<file path="src/design/bmvp_pkg.sv">
// Shared package of the banked memory and video plane controller.
// Holds sizes, operation and bank codes, latch bit positions and the queue types.
// No dependencies.
package bmvp_pkg;

  localparam int BANK_DEPTH   = 65536;
  localparam int ADDR_W       = $clog2(BANK_DEPTH);
  localparam int NUM_PAGES    = 8;
  localparam int PAGE_IDX_W   = $clog2(NUM_PAGES);
  localparam int PAGE_W       = ADDR_W - PAGE_IDX_W;
  localparam int PAGE_DEPTH   = BANK_DEPTH / NUM_PAGES;
  localparam int QUEUE_DEPTH  = 2;
  localparam int QPTR_W       = $clog2(QUEUE_DEPTH);
  localparam int QCNT_W       = $clog2(QUEUE_DEPTH + 1);

  typedef logic [2:0] action_t;
  localparam action_t ACT_READ  = 3'd0;
  localparam action_t ACT_FETCH = 3'd1;
  localparam action_t ACT_WRITE = 3'd2;
  localparam action_t ACT_PORT  = 3'd3;
  localparam action_t ACT_PIXEL = 3'd4;
  localparam action_t ACT_LOAD  = 3'd5;

  typedef logic [2:0] op_kind_t;
  localparam op_kind_t OP_NOP   = 3'd0;
  localparam op_kind_t OP_READ  = 3'd1;
  localparam op_kind_t OP_FETCH = 3'd2;
  localparam op_kind_t OP_WRITE = 3'd3;
  localparam op_kind_t OP_BANK  = 3'd4;
  localparam op_kind_t OP_VIDEO = 3'd5;
  localparam op_kind_t OP_PIXEL = 3'd6;
  localparam op_kind_t OP_LOAD  = 3'd7;

  typedef logic [1:0] bank_t;
  localparam bank_t BANK_BASE  = 2'd0;
  localparam bank_t BANK_MAIN  = 2'd1;
  localparam bank_t BANK_BR    = 2'd2;
  localparam bank_t BANK_GREEN = 2'd3;

  localparam logic [15:0] PORT_ALIAS_MASK = 16'h207F;
  localparam logic [7:0]  PORT_BANK       = 8'h7F;
  localparam logic [7:0]  PORT_VIDEO      = 8'h80;

  localparam int BNK_MAIN_WR_N = 0;
  localparam int BNK_BR_WR     = 1;
  localparam int BNK_GREEN_WR  = 2;
  localparam int BNK_ROM_MAP_N = 4;
  localparam int BNK_RAM_MAP_N = 5;
  localparam int BNK_VID_MAP   = 6;
  localparam int VID_BR_OFF    = 2;
  localparam int VID_GREEN_OFF = 3;
  localparam int VID_GREEN_ALT = 4;
  localparam int MIRROR_BIT    = 14;

  localparam logic [PAGE_IDX_W-1:0] VIDEO_PAGE_LO = 3'd5;
  localparam logic [PAGE_IDX_W-1:0] VIDEO_PAGE_HI = 3'd6;

  typedef struct packed {
    bank_t                 bank;
    logic [PAGE_IDX_W-1:0] page;
  } map_entry_t;

  typedef map_entry_t [NUM_PAGES-1:0] page_map_t;

  typedef struct packed {
    op_kind_t          kind;
    logic [ADDR_W-1:0] addr;
    logic [7:0]        data;
    logic [PAGE_W-1:0] poff;
    logic [2:0]        bit_idx;
  } op_t;

  typedef struct packed {
    logic full;
    logic empty;
  } queue_stat_t;

  typedef struct packed {
    logic clearing;
    logic pop;
  } back_stat_t;

endpackage

</file>
<file path="src/design/bmvp_front.sv">
// Front end: accepts input beats and classifies them into queued operations.
// Decodes the action and the port number. Depends on bmvp_pkg.
module bmvp_front import bmvp_pkg::*; (
  input  logic                in_valid,
  output logic                in_ready,
  input  logic [2:0]          in_action,
  input  logic [15:0]         in_address,
  input  logic [7:0]          in_data_in,
  input  logic [13:0]         in_pixel_offset,
  input  logic [2:0]          in_bit_index,
  input  queue_stat_t         q_stat,
  input  back_stat_t          back_stat,
  output logic                push,
  output op_t                 op
);

  logic port_is_bank;
  logic port_is_video;

  assign in_ready = !q_stat.full && !back_stat.clearing;
  assign push     = in_valid && in_ready;

  assign port_is_bank  = ((in_address & PORT_ALIAS_MASK) == PORT_ALIAS_MASK) ||
                         (in_address[7:0] == PORT_BANK);
  assign port_is_video = !port_is_bank && (in_address[7:0] == PORT_VIDEO);

  always_comb begin
    op.addr    = in_address;
    op.data    = in_data_in;
    op.poff    = in_pixel_offset[PAGE_W-1:0];
    op.bit_idx = in_bit_index;
    unique case (in_action)
      ACT_READ:  op.kind = OP_READ;
      ACT_FETCH: op.kind = OP_FETCH;
      ACT_WRITE: op.kind = OP_WRITE;
      ACT_PORT: begin
        if (port_is_bank) begin
          op.kind = OP_BANK;
        end else if (port_is_video) begin
          op.kind = OP_VIDEO;
        end else begin
          op.kind = OP_NOP;
        end
      end
      ACT_PIXEL: op.kind = OP_PIXEL;
      ACT_LOAD:  op.kind = OP_LOAD;
      default:   op.kind = OP_NOP;
    endcase
  end

endmodule

</file>
<file path="config.mk">
export PLATFORM = sky130hd
export DESIGN_NAME = bmvp_front
export DESIGN_NICKNAME = d
export VERILOG_FILES = /design/src/design/bmvp_pkg.sv /design/src/design/bmvp_front.sv
export SDC_FILE = /design/constraint.sdc
export NUM_CORES = 1
export LEC_CHECK = 0
export BUFFER_PORTS_ARGS = -buffer_cell sky130_fd_sc_hd__buf_2
export CAP_MARGIN = 0
export CORE_MARGIN = 1
export CORE_UTILIZATION = 26
export DETAILED_ROUTE_END_ITERATION = 16
export GPL_TIMING_DRIVEN = 1
export PLACE_DENSITY = 0.9
export SLEW_MARGIN = 20
export SYNTH_ARGS = -nofsm -noshare
export SYNTH_HDL_FRONTEND = slang
export SYNTH_SLANG_ARGS = --single-unit
export TNS_END_PERCENT = 30
</file>
<file path="constraint.sdc">
create_clock -name vclk -period 2.5
set_input_delay 0.25 -clock vclk [all_inputs]
set_output_delay 0.25 -clock vclk [all_outputs]
set_load 0.01 [all_outputs]
</file>
==> results.cfg <==
[outcome]
status = finished, final reports clean

[hold_path]
hold_path.class = input port to output pin

[timing]
layout_min_cycle_time_ps = 1550
finalSetupTns_ps = 0
post-route-period-util = 0.622
finalHoldWorstSlack_ps = 500
slew_headroom = 0.713
hold_viol = 0
setup_viol = 0
drv_slew = 0
rsz0062_at_grt = no
max_freq_mhz = 643
tightest_slew_ps = 424
worst_slack_ps = 946

[global_routing]
antenna_found_initial = 0
grt_max_degree = 6
grt_pass1_wl_um = 1090
met1_usage = 0.0769
track_usage = 0.0729
busiest_layer = met2
met3_usage = 0.0391
grtUsageMet2 = 0.116
grt_overflow = 0
grt_pass1_vias = 245

[route]
drc_errors = 0
routedWlPerCell_um = 11.8
drtIter0Drc = 5
vias_per_cell = 4.44
vias = 275
totalWireLength_um = 732
final_antenna_net_count = 0
firstDrtPassIters = 4

[placement]
pre_cts_ws_ps = 942
placed_cells = 62
hpwlAfterDp_um = 664
io_buffer_count = 29
place.gp.congestion = 0.725

[worst_setup_path]
arrival_ps = 1300
critPathLaunchType = input port
cp_max_fo = 5
worstSetupPathType = input port to output pin
cp-end-kind = output pin
required_ps = 2250

[synthesis]
synth_seq_area_share = 0
synth_cell_types = 17
avgSynthCellArea_sq_um = 7.08
synth_fp_nets = 107
synth_warnings = 0
synthCells = 58
synthesis.area_sq_um = 410

[floorplanning]
rows = 13
die_height_um = 41.7
coreArea_sq_um = 1380
pin_count = 94
die_x_um = 41.7
die_area_sq_um = 1740
initial_core_util = 0.297

[finish]
antenna_cells = 0
final_nets = 98
seq_cells = 0
drive_above_1_share = 0.638
clkbuf_count = 0
instances_no_fill = 62
area_delta_synth_final_pct = -33.2
ff_latch_area_sq_um = 0

[power_and_ir_drop]
clock_power_share = 0
leakagePower_nw = 0.148
internal_power_mw = 0.0221
p_sw_mw = 0.0223
power_density_nw_per_um2 = 162
swShare = 0.503
vdd_ir_drop_max_mv = 0.0355
combPwrFrac = 1.000
power.total_mw = 0.0444
power_frac_seq = 0

[flow_run]
maxCapViolCount = 0

[clocking]
post_cts_buffers = 0
ctsHoldBuffers = 0
cts_resized = 0
[worst max-delay path, stage by stage]
cell and delay, ps:
buf_2 120, nand3b_1 170, or4_1 520, o221ai_1 80, buf_2 160
[power groups by stage]
stage | registers, mW | clock network [mW] | logic, mW
4_1_cts | 0 | 0 | 0.0453
3_5_place_dp | 0 | 0 | 0.0453
2_1_floorplan | 0 | 0 | 0.0774
6_report | 0 | 0 | 0.0444
3_3_place_gp | 0 | 0 | 0.0441
5_1_grt | 0 | 0 | 0.0492
[cell type report]
type	count	area, sq um
well taps	15	18.8
multi-input cells	17	106
fillers	164	1110
inverters	1	3.75
repair buffers	29	145
[path summary, 6_finish.rpt]
kind                            from  endpoint  slack (ps)  cells past startpoint
hold / removal    in_pixel_offset[8]    op[11]         500                      0
setup / recovery        in_action[2]    op[42]         950                      5
[layer usage]
metal	share of wire	up-vias	wire, um
met5	0	-	0
met1	0.36	107	261
met3	0.18	8	133
li1	-	129	-
met2	0.42	31	311
met4	0.034	0	25
[kinds of logic (layout without fill, tap and decap cells)]
logic type	Yosys count	after routing	share of synthesized area
buf+inv	41	30	0.741
simple gates	13	13	0.192
compound gates	3	3	0.0457
xor+xnor	1	1	0.0213
[stage by stage]
step,utilization,instance area [sq um]
floorplan,-,410
global placement,0.198,274
detailed placement,0.198,274
CTS,0.198,274
global route,0.198,274
finish,0.198,274
[synthesized netlist by cell type (all sizes together)]
cell type	count	area [sq um]
o221ai	1	8.76
nand3b	1	7.51
and2b	1	8.76
nor4b	1	8.76
or4	1	7.51
xnor2	1	8.76
nand2	1	3.75
nor2	2	7.51
nor4	1	6.26
inv	1	3.75
and2	1	6.26
nand4	1	6.26
a21oi	1	5.00
nor2b	1	6.26
buf	40	300
nand3	2	10.0
o21ai	1	5.00
[cell usage in the layout (no fill, tap or decap), drive strengths merged]
cell type / instances
o21ai: 1
or4: 1
nor2b: 1
o221ai: 1
nand3b: 1
buf: 29
and2b: 1
nand4: 1
nor4: 1
xnor2: 1
a21oi: 1
and2: 1
nand3: 2
inv: 1
nor4b: 1
nor2: 2
nand2: 1
No activity file was read; power rests on OpenSTA's default activity.
