[src/design/bmvp_pkg.sv]
// Shared package of the banked memory and video plane controller.
// Holds sizes, operation and bank codes, latch bit positions and the queue types.
// No dependencies.
package bmvp_pkg;

  localparam int BANK_DEPTH   = 65536;
  localparam int ADDR_W       = $clog2(BANK_DEPTH);
  localparam int NUM_PAGES    = 8;
  localparam int PAGE_IDX_W   = $clog2(NUM_PAGES);
  localparam int PAGE_W       = ADDR_W - PAGE_IDX_W;
  localparam int PAGE_DEPTH   = BANK_DEPTH / NUM_PAGES;
  localparam int QUEUE_DEPTH  = 2;
  localparam int QPTR_W       = $clog2(QUEUE_DEPTH);
  localparam int QCNT_W       = $clog2(QUEUE_DEPTH + 1);

  typedef logic [2:0] action_t;
  localparam action_t ACT_READ  = 3'd0;
  localparam action_t ACT_FETCH = 3'd1;
  localparam action_t ACT_WRITE = 3'd2;
  localparam action_t ACT_PORT  = 3'd3;
  localparam action_t ACT_PIXEL = 3'd4;
  localparam action_t ACT_LOAD  = 3'd5;

  typedef logic [2:0] op_kind_t;
  localparam op_kind_t OP_NOP   = 3'd0;
  localparam op_kind_t OP_READ  = 3'd1;
  localparam op_kind_t OP_FETCH = 3'd2;
  localparam op_kind_t OP_WRITE = 3'd3;
  localparam op_kind_t OP_BANK  = 3'd4;
  localparam op_kind_t OP_VIDEO = 3'd5;
  localparam op_kind_t OP_PIXEL = 3'd6;
  localparam op_kind_t OP_LOAD  = 3'd7;

  typedef logic [1:0] bank_t;
  localparam bank_t BANK_BASE  = 2'd0;
  localparam bank_t BANK_MAIN  = 2'd1;
  localparam bank_t BANK_BR    = 2'd2;
  localparam bank_t BANK_GREEN = 2'd3;

  localparam logic [15:0] PORT_ALIAS_MASK = 16'h207F;
  localparam logic [7:0]  PORT_BANK       = 8'h7F;
  localparam logic [7:0]  PORT_VIDEO      = 8'h80;

  localparam int BNK_MAIN_WR_N = 0;
  localparam int BNK_BR_WR     = 1;
  localparam int BNK_GREEN_WR  = 2;
  localparam int BNK_ROM_MAP_N = 4;
  localparam int BNK_RAM_MAP_N = 5;
  localparam int BNK_VID_MAP   = 6;
  localparam int VID_BR_OFF    = 2;
  localparam int VID_GREEN_OFF = 3;
  localparam int VID_GREEN_ALT = 4;
  localparam int MIRROR_BIT    = 14;

  localparam logic [PAGE_IDX_W-1:0] VIDEO_PAGE_LO = 3'd5;
  localparam logic [PAGE_IDX_W-1:0] VIDEO_PAGE_HI = 3'd6;

  typedef struct packed {
    bank_t                 bank;
    logic [PAGE_IDX_W-1:0] page;
  } map_entry_t;

  typedef map_entry_t [NUM_PAGES-1:0] page_map_t;

  typedef struct packed {
    op_kind_t          kind;
    logic [ADDR_W-1:0] addr;
    logic [7:0]        data;
    logic [PAGE_W-1:0] poff;
    logic [2:0]        bit_idx;
  } op_t;

  typedef struct packed {
    logic full;
    logic empty;
  } queue_stat_t;

  typedef struct packed {
    logic clearing;
    logic pop;
  } back_stat_t;

endpackage

[src/design/bmvp_queue.sv]
// Short queue of classified operations between the front and back ends.
// Depends on bmvp_pkg.
module bmvp_queue import bmvp_pkg::*; (
  input  logic        clk,
  input  logic        rst_n,
  input  logic        push,
  input  op_t         op_in,
  input  logic        pop,
  output op_t         op_out,
  output queue_stat_t stat
);

  op_t               slot_r [QUEUE_DEPTH];
  logic [QPTR_W-1:0] wr_ptr_r, wr_ptr_nxt;
  logic [QPTR_W-1:0] rd_ptr_r, rd_ptr_nxt;
  logic [QCNT_W-1:0] count_r, count_nxt;

  assign op_out     = slot_r[rd_ptr_r];
  assign stat.full  = (count_r == QCNT_W'(QUEUE_DEPTH));
  assign stat.empty = (count_r == '0);

  always_comb begin
    wr_ptr_nxt = push ? wr_ptr_r + 1'b1 : wr_ptr_r;
    rd_ptr_nxt = pop ? rd_ptr_r + 1'b1 : rd_ptr_r;
    count_nxt  = count_r;
    if (push && !pop) begin
      count_nxt = count_r + 1'b1;
    end else if (pop && !push) begin
      count_nxt = count_r - 1'b1;
    end
  end

  always_ff @(posedge clk) begin
    if (!rst_n) begin
      wr_ptr_r <= '0;
      rd_ptr_r <= '0;
      count_r  <= '0;
    end else begin
      wr_ptr_r <= wr_ptr_nxt;
      rd_ptr_r <= rd_ptr_nxt;
      count_r  <= count_nxt;
    end
  end

  always_ff @(posedge clk) begin
    if (push) begin
      slot_r[wr_ptr_r] <= op_in;
    end
  end

endmodule

[config.mk]
export PLATFORM = sky130hd
export DESIGN_NAME = bmvp_queue
export DESIGN_NICKNAME = d
export VERILOG_FILES = /design/src/design/bmvp_pkg.sv /design/src/design/bmvp_queue.sv
export SDC_FILE = /design/constraint.sdc
export NUM_CORES = 1
export LEC_CHECK = 0
export ABC_CLOCK_PERIOD_IN_PS = 3400
export BUFFER_PORTS_ARGS = -buffer_cell sky130_fd_sc_hd__buf_2
export CAP_MARGIN = 20
export CORE_MARGIN = 3
export CORE_UTILIZATION = 28
export CTS_CLUSTER_SIZE = 10
export DETAILED_ROUTE_END_ITERATION = 16
export GPL_TIMING_DRIVEN = 0
export SETUP_SLACK_MARGIN = 0.02
export SLEW_MARGIN = 20
export SYNTH_ARGS = -nofsm -noshare
export SYNTH_HDL_FRONTEND = slang
export SYNTH_SLANG_ARGS = --single-unit
export TNS_END_PERCENT = 10
[constraint.sdc]
create_clock -name clk -period 3.4 [get_ports clk]
set_input_delay 0.51 -clock clk [delete_from_list [all_inputs] [get_ports clk]]
set_output_delay 0.51 -clock clk [all_outputs]
set_load 0.005 [all_outputs]
==> flow_metrics.env, run 1 <==
export IMPL_path_cells="buf_2, buf_4, mux2_2, buf_2"
export IMPL_skew_ns=0.00750
export IMPL_gr_max_usage_layer="met2"
export IMPL_fp_dieH_um=115
export IMPL_hold_path_class="primary input to flop"
export IMPL_cts_hold_buffers=0
export IMPL_power_switching_uw=533
export IMPL_ys_seq_area_share_pct=80.8
export IMPL_dp_final_hpwl_mm=4.30
export IMPL_synth_seq_cells=91
export IMPL_root_buffer="clkbuf_16"
export IMPL_drive_gt1_share_pct=60.5
export IMPL_wl_per_cell_um=15.1
export IMPL_placed_cells=393
export IMPL_cap_violations=0
export IMPL_finalWirelength_mm=6.16
export IMPL_track_usage_pct=9.73
export IMPL_grt_setup_unrepaired="no"
export IMPL_worst_setup_path_type="flop to output port"
export IMPL_grt_pass1_vias=1844
export IMPL_intPower_uw=1970
export IMPL_endpoint="op_out[31]"
export IMPL_cp_data_arrival_time_ns=1.54
export IMPL_syn_to_final_growth_pct=30.3
export IMPL_path_depth=4
export IMPL_avgSynthCellArea_um2=21.3
export IMPL_cp_buffers_inverters=3
export IMPL_drtIter0Drc=80
export IMPL_antenna_found_initial=0
export IMPL_via_per_inst=4.32
export IMPL_grt_max_degree=28
export IMPL_post_route_drc_count=0
export IMPL_async_flop_share_pct=0
export IMPL_min_period_ns=2.05
export IMPL_h_tree_depth=3
export IMPL_clk_pin_slew_worst_paths_ns=0.06
export IMPL_syn_area_um2=3320
export IMPL_clock_sinks=91
export IMPL_die_w_um=115
export IMPL_die_area_um2=13200
export IMPL_start_util_pct=28.8
export IMPL_nets=309
export IMPL_gr_usage_met3_pct=4.63
export IMPL_register_area_um2=2680
export IMPL_fmax_mhz=488
export IMPL_grt_pass1_wl_mm=9.36
export IMPL_combPwrFrac_pct=10.0
export IMPL_gp_congestion=0.631
export IMPL_port_buffers=91
export IMPL_synthFlopType="edfxtp_1"
export IMPL_total_power_uw=2500
export IMPL_synth_edf_count=86
export IMPL_synth_area_leaders="edfxtp_1 (78%), mux2_2 (15%), dfxtp_1 (3.0%)"
export IMPL_hp_start="op_in[28]"
export IMPL_status="complete, no violations"
export IMPL_synth_top_area_share_pct=77.8
export IMPL_cts_resized=0
export IMPL_worstMarginPinSlew_ns=0.582
export IMPL_final_fill_count=1094
export IMPL_cts_tree="built"
export IMPL_cellPowerDensity_nw_per_um2=577
export IMPL_fin_crit_sh_pct=60.3
export IMPL_r2r_cells=3
export IMPL_use_met2_pct=16.1
export IMPL_hold_viol=0
export IMPL_use_met1_pct=10.3
export IMPL_seqPwrFrac_pct=52.4
export IMPL_synth_distinct_cells=17
export IMPL_synth_nets=204
export IMPL_clk_latency_ns=0.34
export IMPL_r2r_end="slot_r[0][29]$_DFFE_PP_"
export IMPL_power_share_clock_pct=37.6
export IMPL_path_common_cell="buf_2"
export IMPL_via_count=1768
export IMPL_dr_pass1_iters=2
export IMPL_synthCells=156
export IMPL_hold_depth=1
export IMPL_boundaryPins=92
export IMPL_power_switching_share_pct=21.3
export IMPL_num_antenna_cells=0
export IMPL_synth_top_area_cell="edfxtp_1"
export IMPL_setup_viol=0
export IMPL_cp_end_kind="output port"
export IMPL_grt_overflow=0
export IMPL_worstPathRequired_ns=2.89
export IMPL_p_leak_uw=0.00162
export IMPL_cp_max_fo=10
export IMPL_postCtsSetupBuffers=0
export IMPL_cts_buffers=9
export IMPL_rows=39
export IMPL_slowest_stage="mux2_2"
export IMPL_vdd_ir_drop_max_mv=0.213
export IMPL_finish_instance_area_um2=4330
export IMPL_multi_input_area_um2=608
export IMPL_cts_max_path_buffers=2
export IMPL_critPathLaunchType="flop"
export IMPL_dpl_cell_area_um2=4040
export IMPL_r2r_start="wr_ptr_r$_SDFFE_PN0P_"
export IMPL_postRouteAntennaNets=0
export IMPL_finalNonFillerCells=409
export IMPL_slew_violations=0
export IMPL_maxSlewHeadroom_pct=61.1
export IMPL_crit_family="buffers and inverters"
export IMPL_coreArea_um2=11500
export IMPL_r2r_slack_ns=1.88
export IMPL_holdWs_ns=0.354
export IMPL_cp_slowest_stage_delay_ns=0.35
export IMPL_yosysWarnings=0
## logic make-up (layout without fill, tap and decap cells)
group | count (synthesis) | in the layout | share of synthesized area, %
flip-flops | 91 | 91 | 80.8
AO/OA/AOI/OAI | 3 | 3 | 0.603
adder cells (fa/ha/maj) | 1 | 1 | 0.377
buffers and inverters | 6 | 116 | 1.17
AND/OR/NAND/NOR | 9 | 9 | 1.70
multiplexers | 43 | 43 | 14.6
XOR/XNOR | 3 | 3 | 0.791
## cells in the final DEF (no fill, tap or decap), types with 2 or more instances in the layout
master,netlist,routed
buf_16,0,2
buf_4,4,4
xor2_1,2,2
clkbuf_8,0,2
edfxtp_1,86,86
clkbuf_16,0,9
and2_1,4,3
dfxtp_1,5,5
mux2_2,43,43
buf_2,1,92
clkinvlp_4,0,3
## cells in the mapped netlist (2+ instances only)
cell and number:
nor2b_1 2, mux2_2 43, xor2_1 2, edfxtp_1 86, and2_1 4, dfxtp_1 5
buf_4 4
## sequential cells by signal (all words and copies together), names as in the netlist, named ones only
register / flops
rd_ptr_r: 1
count_r: 2
slot_r: 86
wr_ptr_r: 1
## per-layer routing
metal | up-vias | part of all wire (%)
met1 | 882 | 40
met3 | 11 | 7.2
met5 | - | 0
met2 | 57 | 50
met4 | 0 | 2.2
li1 | 818 | -
## per-stage QoR
step                setup WS (ns)  TNS [ns]  util [%]
global placement           -0.936    -40.99      34.3
CTS                          1.28         0      37.6
finish                       1.35         0      37.6
global route                 1.23         0      37.6
floorplan                   0.492         0         -
detailed placement           1.51         0      35.1
## worst reg2reg max path, cell delays in order (launching register included)
cell and delay (ns):
dfxtp_1 0.34, nor2b_4 0.49, buf_16 0.23, buf_16 0.16
## power by group through the flow
stage | Sequential, uW | Combinational (uW) | Clock [uW]
6_report | 1310 | 251 | 940
5_1_grt | 1310 | 280 | 1040
4_1_cts | 1310 | 260 | 983
3_5_place_dp | 1330 | 258 | 0
3_3_place_gp | 1330 | 238 | 0
2_1_floorplan | 1330 | 128 | 0
## area by class of cell
cell class	count	share of cell area, %
flip-flops and latches	91	62.0
multi-input cells	59	14.1
repair buffers	94	12.3
clock buffers	11	5.84
well taps	143	4.13
clock inverters	5	0.838
plain buffers	5	0.809
inverters	1	0.0867
## worst min path at each step
stage                                         end  slack [ns]
after floorplan           count_r[1]$_SDFFE_PN0P_        0.47
after global placement    count_r[1]$_SDFFE_PN0P_        0.48
after detailed placement  count_r[1]$_SDFFE_PN0P_        0.51
after CTS                 slot_r[1][28]$_DFFE_PP_        0.33
after global routing      slot_r[0][21]$_DFFE_PP_        0.33
final                     slot_r[0][28]$_DFFE_PP_        0.35
Power figures use the tool's default switching activity.
==> inputs of run 2 (changes only) <==
ABC_CLOCK_PERIOD_IN_PS = 2100   (was 3400)
clock period = 2.1 ns   (was 3.4 ns; I/O delays follow)
==> run 2 against run 1 <==
Die area is the same. Global-route usage shrank 0.34 points. Final cell count decreased by 0.24%. Utilization rose by 0.22 points. Count of clock-buffer cells in the layout is 1 lower. Sequential share of layout area decreased by 0.36 points. Register-to-register slack worse by 1.2 ns. Critical path type unchanged. Largest cell class unchanged.
==> flow_metrics.env, run 2 (same netlist as run 1, synthesis figures left out) <==
export IMPL_cellPowerDensity_nw_per_um2=987
export IMPL_min_period_ns=1.86
export IMPL_path_cells="buf_2, buf_4, mux2_2, buf_2"
export IMPL_drive_gt1_share_pct=59.6
export IMPL_cp_slowest_stage_delay_ns=0.36
export IMPL_total_power_uw=4300
export IMPL_h_tree_depth=3
export IMPL_slowest_stage="mux2_2"
export IMPL_path_common_cell="buf_2"
export IMPL_p_leak_uw=0.00165
export IMPL_critPathLaunchType="flop"
export IMPL_cts_hold_buffers=0
export IMPL_rows=39
export IMPL_root_buffer="clkbuf_16"
export IMPL_crit_family="buffers and inverters"
export IMPL_layout_setup_ws_ns=0.236
export IMPL_cts_max_path_buffers=2
export IMPL_syn_to_final_growth_pct=31.1
export IMPL_post_route_drc_count=0
export IMPL_utilization_pct=37.8
export IMPL_status="complete, no violations"
export IMPL_maxSlewHeadroom_pct=57.0
export IMPL_cap_violations=0
export IMPL_final_fill_count=1104
export IMPL_cts_tree="built"
export IMPL_top_register="slot_r"
export IMPL_worstMarginPinSlew_ns=0.646
export IMPL_clk_latency_ns=0.34
export IMPL_num_antenna_cells=0
export IMPL_slew_violations=0
export IMPL_cp_data_arrival_time_ns=1.55
export IMPL_coreArea_um2=11500
export IMPL_fmax_mhz=537
export IMPL_clock_sinks=91
export IMPL_vdd_ir_drop_max_mv=0.437
export IMPL_via_count=1743
export IMPL_pre_cts_slack_ns=0.557
export IMPL_hold_path_class="primary input to flop"
export IMPL_cts_resized=0
export IMPL_clk_pin_slew_worst_paths_ns=0.06
export IMPL_postRouteAntennaNets=0
export IMPL_gp_congestion=0.618
export IMPL_grt_pass1_vias=1810
export IMPL_fin_crit_sh_pct=88.7
export IMPL_postCtsSetupBuffers=0
export IMPL_worstPathRequired_ns=1.78
export IMPL_dp_final_hpwl_mm=4.02
export IMPL_worst_setup_path_type="flop to output port"
export IMPL_skew_ns=0.00528
export IMPL_wl_per_cell_um=15.0
export IMPL_top_regs="slot_r (86), count_r (2)"
export IMPL_setup_viol=0
export IMPL_drtIter0Drc=62
export IMPL_die_w_um=115
export IMPL_nets=308
export IMPL_antenna_found_initial=0
export IMPL_port_buffers=91
export IMPL_dr_pass1_iters=4
export IMPL_layout_commonest_cell="buf_2"
export IMPL_start_util_pct=28.8
export IMPL_track_usage_pct=9.39
export IMPL_die_area_um2=13200
export IMPL_cp_max_fo=10
export IMPL_fp_dieH_um=115
export IMPL_finalWirelength_mm=6.11
export IMPL_cp_buffers_inverters=3
export IMPL_boundaryPins=92
export IMPL_hold_viol=0
export IMPL_grt_setup_unrepaired="no"
export IMPL_final_cell_mix="buf_2 (92), edfxtp_1 (86), mux2_2 (43)"
export IMPL_grt_overflow=0
export IMPL_largest_register_ffs=86
export IMPL_grt_max_degree=44
export IMPL_via_per_inst=4.27
export IMPL_grt_pass1_wl_mm=9.11
export IMPL_cp_end_kind="output port"
export IMPL_cts_buffers=9
[run 2: stage by stage]
| step | cell area [um2] | cells | hold WS, ns | TNS (ns) |
|---|---|---|---|---|
| 2_1_floorplan | 3320 | 156 | 0.414 | 0 |
| 3_3_place_gp | 3960 | 390 | 0.482 | -52.08 |
| 3_5_place_dp | 4020 | 392 | 0.506 | 0 |
| 4_1_cts | 4350 | 408 | 0.144 | 0 |
| 5_1_grt | 4350 | 408 | 0.148 | 0 |
| 6_report | 4350 | 408 | 0.160 | 0 |
[run 2: cell type report]
cell class	count	area (um2)	share of cell area, %
Clock buffer	10	229	5.26
Sequential cell	91	2680	61.6
Clock inverter	6	104	2.39
Timing Repair Buffer	93	510	11.7
Inverter	1	3.75	0.0862
Tap cell	143	179	4.11
Buffer	5	35.0	0.805
Multi-Input combinational cell	59	609	14.0
[run 2: per-layer routing]
layer | up-vias | routed length [um] | global-route usage [%]
li1 | 816 | - | -
met1 | 863 | 2450 | 9.76
met2 | 56 | 3160 | 16.1
met3 | 8 | 410 | 3.63
met4 | 0 | 96 | 5.40
met5 | - | 0 | 0
[run 2: path summary, 6_finish.rpt]
kind / slack [ns] / cells after the start / to / start
setup / recovery: 0.24 / 4 / op_out[33] / flop
hold / removal: 0.16 / 1 / slot_r[0][39]$_DFFE_PP_ / op_in[39]
setup reg to reg: 0.72 / 1 / slot_r[1][1]$_DFFE_PP_ / wr_ptr_r$_SDFFE_PN0P_
hold reg to reg: 0.54 / 2 / count_r[1]$_SDFFE_PN0P_ / count_r[1]$_SDFFE_PN0P_
[run 2: report_power, final]
part | internal (uW) | switching (uW)
clock network | 1150 | 621
logic | 219 | 183
registers | 2090 | 25.4
total | 3470 | 829
